$ cat config.mk
export PLATFORM = sky130hd
export DESIGN_NAME = swms_isqrt
export DESIGN_NICKNAME = d
export VERILOG_FILES = /design/src/hdl/swms_pkg.sv /design/src/hdl/swms_isqrt.sv
export SDC_FILE = /design/constraint.sdc
export NUM_CORES = 1
export LEC_CHECK = 0
export BUFFER_PORTS_ARGS = -buffer_cell sky130_fd_sc_hd__buf_2
export CORE_MARGIN = 4
export CORE_UTILIZATION = 60
export CTS_BUF_LIST = sky130_fd_sc_hd__clkbuf_2 sky130_fd_sc_hd__clkbuf_4 sky130_fd_sc_hd__clkbuf_8
export CTS_CLUSTER_SIZE = 16
export DETAILED_ROUTE_END_ITERATION = 6
export GPL_ROUTABILITY_DRIVEN = 0
export PLACE_DENSITY = 0.85
export SYNTH_ARGS = -nofsm -noshare
export SYNTH_HDL_FRONTEND = slang
export SYNTH_SLANG_ARGS = --single-unit
$ cat constraint.sdc
create_clock -name clk -period 4.2 [get_ports clk]
set_clock_uncertainty 0.15 [all_clocks]
set_input_delay 0.42 -clock clk [delete_from_list [all_inputs] [get_ports clk]]
set_output_delay 0.42 -clock clk [all_outputs]
set_load 0.02 [all_outputs]
$ cat src/hdl/swms_pkg.sv
// ----------------------------------------------------------------------------
// swms_pkg
// shared constants, types and helpers for the sliding window mean/deviation unit
// ----------------------------------------------------------------------------
package swms_pkg;

    localparam int WINDOW_DAYS   = 14;
    localparam int FEATURE_COUNT = 5;
    localparam int SAMPLE_BITS   = 24;
    localparam int NUM_FIELDS    = 5;
    localparam int FIELD_BITS    = 24;
    localparam int SUM_BITS      = 28;
    localparam int SQ_BITS       = 52;
    localparam int SLOT_BITS     = 4;
    localparam int FEAT_BITS     = 3;
    localparam int ROOT_BITS     = 32;
    localparam int RAD_BITS      = 64;
    localparam int ROW_BITS      = FEATURE_COUNT * SAMPLE_BITS;
    localparam int IN_BITS       = NUM_FIELDS * FIELD_BITS;
    localparam int OUT_BITS      = 2 * NUM_FIELDS * FIELD_BITS;

    // reciprocal of the window length, exact for any 32-bit dividend
    localparam int DIV_SHIFT = 36;
    localparam int PROD_BITS = ROOT_BITS + DIV_SHIFT;
    localparam logic [DIV_SHIFT-1:0] DIV_MAGIC =
        DIV_SHIFT'(((64'd1 << DIV_SHIFT) + 64'(WINDOW_DAYS) - 64'd1) / 64'(WINDOW_DAYS));

    typedef logic [SAMPLE_BITS-1:0] sample_t;
    typedef logic [SUM_BITS-1:0]    sum_t;
    typedef logic [SQ_BITS-1:0]     sq_t;
    typedef logic [SLOT_BITS-1:0]   slot_t;
    typedef logic [FEAT_BITS-1:0]   feat_t;

    typedef enum logic [2:0] {
        ST_IDLE,
        ST_READ,
        ST_UPDATE,
        ST_PREP,
        ST_CALC,
        ST_ROOT,
        ST_STORE,
        ST_OUT
    } state_t;

    // start/done between control and the root unit
    typedef struct packed {
        logic                start;
        logic [RAD_BITS-1:0] radicand;
    } root_req_t;

    typedef struct packed {
        logic                  done;
        logic [ROOT_BITS-1:0]  root;
    } root_rsp_t;

    // floor(v / WINDOW_DAYS) by multiplying with the rounded-up reciprocal
    function automatic logic [FIELD_BITS-1:0] div_window(input logic [ROOT_BITS-1:0] v);
        logic [PROD_BITS-1:0] prod;
        prod = PROD_BITS'(v) * PROD_BITS'(DIV_MAGIC);
        return prod[DIV_SHIFT +: FIELD_BITS];
    endfunction

endpackage

$ cat src/hdl/swms_isqrt.sv
// ----------------------------------------------------------------------------
// swms_isqrt
// iterative integer square root, one result bit per cycle
// ----------------------------------------------------------------------------
module swms_isqrt
(
    input  logic                 clk,
    input  logic                 rst_n,
    input  swms_pkg::root_req_t  req,
    output swms_pkg::root_rsp_t  rsp
);

    localparam int RB = swms_pkg::RAD_BITS;
    localparam int QB = swms_pkg::ROOT_BITS;

    logic [RB-1:0]   rad_reg;
    logic [QB-1:0]   acc_reg;
    logic [QB-1:0]   root_reg;
    logic [5:0]      step_reg, step_next;
    logic            busy_reg, busy_next;
    logic            done_reg, done_next;
    logic [QB+1:0]   acc_sh;
    logic [QB+1:0]   try_val;
    logic [QB+1:0]   acc_diff;

    always_comb
    begin
        step_next = step_reg;
        busy_next = busy_reg;
        done_next = 1'b0;
        if (req.start)
        begin
            step_next = 6'd0;
            busy_next = 1'b1;
        end
        else if (busy_reg)
        begin
            step_next = step_reg + 6'd1;
            if (step_reg == 6'(QB - 1))
            begin
                busy_next = 1'b0;
                done_next = 1'b1;
            end
        end
    end

    // bring down two radicand bits, try appending a one
    always_comb
    begin
        acc_sh   = {acc_reg, rad_reg[RB-1 -: 2]};
        try_val  = {root_reg, 2'b01};
        acc_diff = acc_sh - try_val;
    end

    always_ff @(posedge clk or negedge rst_n)
    begin
        if (!rst_n)
        begin
            busy_reg <= 1'b0;
            done_reg <= 1'b0;
            step_reg <= '0;
        end
        else
        begin
            busy_reg <= busy_next;
            done_reg <= done_next;
            step_reg <= step_next;
        end
    end

    // remainder stays below 2^32 until the final step, whose remainder is unused
    always_ff @(posedge clk)
    begin
        if (req.start)
        begin
            rad_reg  <= req.radicand;
            acc_reg  <= '0;
            root_reg <= '0;
        end
        else if (busy_reg)
        begin
            rad_reg <= {rad_reg[RB-3:0], 2'b00};
            if (acc_sh >= try_val)
            begin
                acc_reg  <= acc_diff[QB-1:0];
                root_reg <= {root_reg[QB-2:0], 1'b1};
            end
            else
            begin
                acc_reg  <= acc_sh[QB-1:0];
                root_reg <= {root_reg[QB-2:0], 1'b0};
            end
        end
    end

    assign rsp.done = done_reg;
    assign rsp.root = root_reg;

endmodule

==> impl_summary.txt <==
----------------------------------------------------
[Status]
  Outcome ... finished, final reports clean

[Yosys]
  Netlist Area Pre-Place ... 7420 um^2
  Yosys warning count ... 0
  Post-synthesis register bit count ... 136
  Area fraction of the dominant cell type after synthesis ... 0.259
  Synth Net Count ... 819
  Proportion of synthesized chip area in sequential cells ... 0.459
  Fraction of registers with async set or reset after synthesis ... 0.0588
  Count of flip-flops with a built-in enable after synthesis ... 64
  Count of mapped cells out of synthesis ... 717
  Top post-synthesis cells by area ... edfxtp_1, dfxtp_1, mux2_2, mux2i_1, ha_1
  Number of distinct library cells after synthesis ... 47
  Most used DFF post-synth ... edfxtp_1
  Average instance area after synthesis ... 10.3 um^2
  Largest area contributor in the netlist ... edfxtp_1

[Timing]
  Final period utilization ... 0.828
  Number of failing hold endpoints at the final stage ... 0
  Achievable Freq ... 288 MHz
  # setup viols final ... 0
  Min cycle time layout ... 3480 ps
  Final max-slew violation count ... 0
  Final Worst Setup Slack ... 723 ps
  RSZ-0062 raised after global routing ... false
  Actual transition at the worst max-transition pin ... 956 ps
  Post-route setup TNS ... 0 ps
  Post-route worst hold slack ... 102 ps
  Relative slew slack ... 0.362

[Power]
  Cell Pwr Density ... 644 nW/um^2
  Maximum vdd drop ... 0.398 mV
  Reported leakage power ... 0.00372 uW

[Placed design]
  HPWL after detailed placement ... 10600 um
  Number of placed cells counting well taps ... 950
  Cell area after placement ... 7990 um^2
  Port-buffer cells ... 99
  Setup Slack @ Placement ... 770 ps

[Cells and area]
  Multi-input logic area ... 3690 um^2
  Cell Count, Final, Fillers Out ... 983
  Count of nets after finishing ... 904
  P&R area growth vs syn ... 12.9%
  Filler instances ... 888
  Area occupied by registers ... 3410 um^2
  Share of cells above drive strength 1 ... 0.266
  Diodes inserted ... 0
  Fin area ... 8380 um^2
  Number of flip-flops in the largest register ... 64

[Floorplanning]
  Die Span X ... 119 um
  # rows ... 40
  Boundary Pins ... 100
  Std-Cell Core Area ... 12100 um^2
  Die Ht ... 119 um
  Initial Util ... 0.615
  Die Outline Area ... 14200 um^2

[Routing]
  Routed length per instance ... 15.1 um
  M1 WL ... 6300 um
  Total number of vias ... 5482
  Number of iterations in the first detailed-routing pass ... 5
  Met3 routed WL ... 1030 um
  Routed met2 length ... 7220 um
  Routed wire length ... 14800 um
  DRC viols ... 0
  Top layer in use ... met4
  Remaining antenna violation count ... 0
  Number of DRC markers in iteration 0 ... 397
  Routed vias/inst ... 5.58

[Global routing]
  Maximum number of pins on one net before global-route repair ... 87
  Number of antenna violations at the first check in global routing ... 0
  Global-route total usage across every layer ... 0.216
  Final global-route overflow total ... 0
  Global-route wire length before repair ... 25200 um
  Number of global-route vias before repair ... 5433

[Clock tree]
  CTS sink count ... 136
  TritonCTS clock tree ... built
  Postcts setup bufs ... 0
  Number of hold-repair buffers added at the cts stage ... 1
  H-tree Lvls ... 4
  Worst-case clock buffer depth ... 2
  Total CTS buffers ... 17
  Clock Root Buffer ... clkbuf_8
  # resized after CTS ... 0
  CTS clock-pin slew for the worst setup and hold paths ... 80 ps
  Clock Latency Late Sink ... 450 ps

[Critical path]
  Arrival time of the worst setup path ... 3680 ps
  Nature of the critical path startpoint ... flop
  Sort of element at the end of the critical path ... flop
  Critical-path maximum fanout ... 27
  Worst reg-to-reg setup slack ... 720 ps
  Slowest cell on crit path ... a2111oi_2
  Required arrival time at the worst endpoint ... 4400 ps
  Buffer and inverter count on the worst path ... 2
  Largest stage delay on the critical path ... 470 ps
  CP Cell Sequence ... inv_1, ha_1, nand4_1, a211oi_1, o21ba_2, o31ai_2, a2111oi_2, a2111oi_4, buf_4, a2111oi_0, a21oi_1, a211oi_1
  Kind of cell adding the most delay to the critical path ... compound AO/OA/AOI/OAI gates
  Critical setup path kind ... reg -> reg
  Most common cell type on the critical path ... a211oi_1

[Worst hold path]
  Kind of path behind the tightest hold check ... in -> reg

[Job]
  Maxcap violations ... 0

----------------------------------------------------
[path summary, 6_finish.rpt]
path	from	to	cells after the start
worst max-delay path	root_reg[3]	acc_reg[7]	12
worst min-delay path	req[1]	rad_reg[1]	2
worst max register to register	root_reg[3]	acc_reg[7]	12
worst min register to register	acc_reg[30]	acc_reg[30]	2
max in group asynchronous	rst_n	busy_reg	2
min in group asynchronous	rst_n	step_reg[0]	2
[cells in the mapped netlist, types with 6 or more instances]
| cell type | n |
|---|---|
| nor2_1 | 107 |
| nand3_1 | 12 |
| nor2b_1 | 8 |
| and2_1 | 7 |
| dfxtp_1 | 64 |
| edfxtp_1 | 64 |
| nor3_1 | 7 |
| ha_1 | 35 |
| mux2i_1 | 46 |
| xnor2_1 | 17 |
| nand2_1 | 17 |
| mux2_2 | 63 |
| a21o_1 | 8 |
| inv_1 | 40 |
| a211oi_1 | 25 |
| a21oi_1 | 50 |
| a211oi_2 | 8 |
| dfrtp_1 | 8 |
| xor2_1 | 15 |
| o21ai_0 | 21 |
| a31oi_1 | 7 |
| clkbuf_1 | 28 |
| nand2b_1 | 6 |
[metrics by stage]
step	util	power, uW
floorplan	-	3920
global placement	0.662	4260
detailed placement	0.662	4350
CTS	0.694	5400
global route	0.694	5810
finish	0.694	5400
[metal layers]
| metal | global-route usage | vias to the layer above |
|---|---|---|
| met5 | 0 | - |
| met4 | 0.0760 | 0 |
| met3 | 0.0698 | 25 |
| met2 | 0.361 | 153 |
| met1 | 0.262 | 2556 |
| li1 | - | 2748 |
[cell type report]
type,count,area share
Clock inverter,15,0.0170
Multi-Input combinational cell,502,0.440
Sequential cell,136,0.407
Clock buffer,17,0.0279
Inverter,40,0.0179
Tap cell,168,0.0251
Timing Repair Buffer,105,0.0651
[power by group]
group,switching [uW],internal [uW]
Clock,545,480
Sequential,112,1580
Combinational,1470,1200
[cell families after synthesis]
| group | after synthesis | share of synthesized area |
|---|---|---|
| flip-flops | 136 | 0.459 |
| buffers and inverters | 79 | 0.0445 |
| XOR/XNOR | 32 | 0.0378 |
| AO/OA/AOI/OAI | 144 | 0.134 |
| adder cells (fa/ha/maj) | 35 | 0.0590 |
| multiplexers | 109 | 0.158 |
| AND/OR/NAND/NOR | 182 | 0.109 |
[placed cells by master (no fill, tap or decap), types with 4 or more instances in the layout]
master	Yosys	final
dfxtp_1	64	64
nor2b_1	8	8
o21ai_0	21	21
nor2_1	107	107
buf_2	0	98
a31oi_1	7	7
nor3_1	7	7
nand4_1	4	4
edfxtp_1	64	64
a21o_1	8	8
ha_1	35	35
dfrtp_1	8	7
nand2_1	17	17
or3_1	4	4
and3_1	5	5
a21oi_1	50	50
mux2i_1	46	46
nand3_1	12	12
clkinv_4	0	4
and2_1	7	7
nand2b_1	6	6
clkbuf_8	0	17
buf_4	3	6
xor2_1	15	15
a211oi_1	25	25
inv_1	40	39
mux2_2	63	63
xnor2_1	17	17
inv_6	0	5
a211oi_2	8	8
Power figures use the tool's default switching activity.
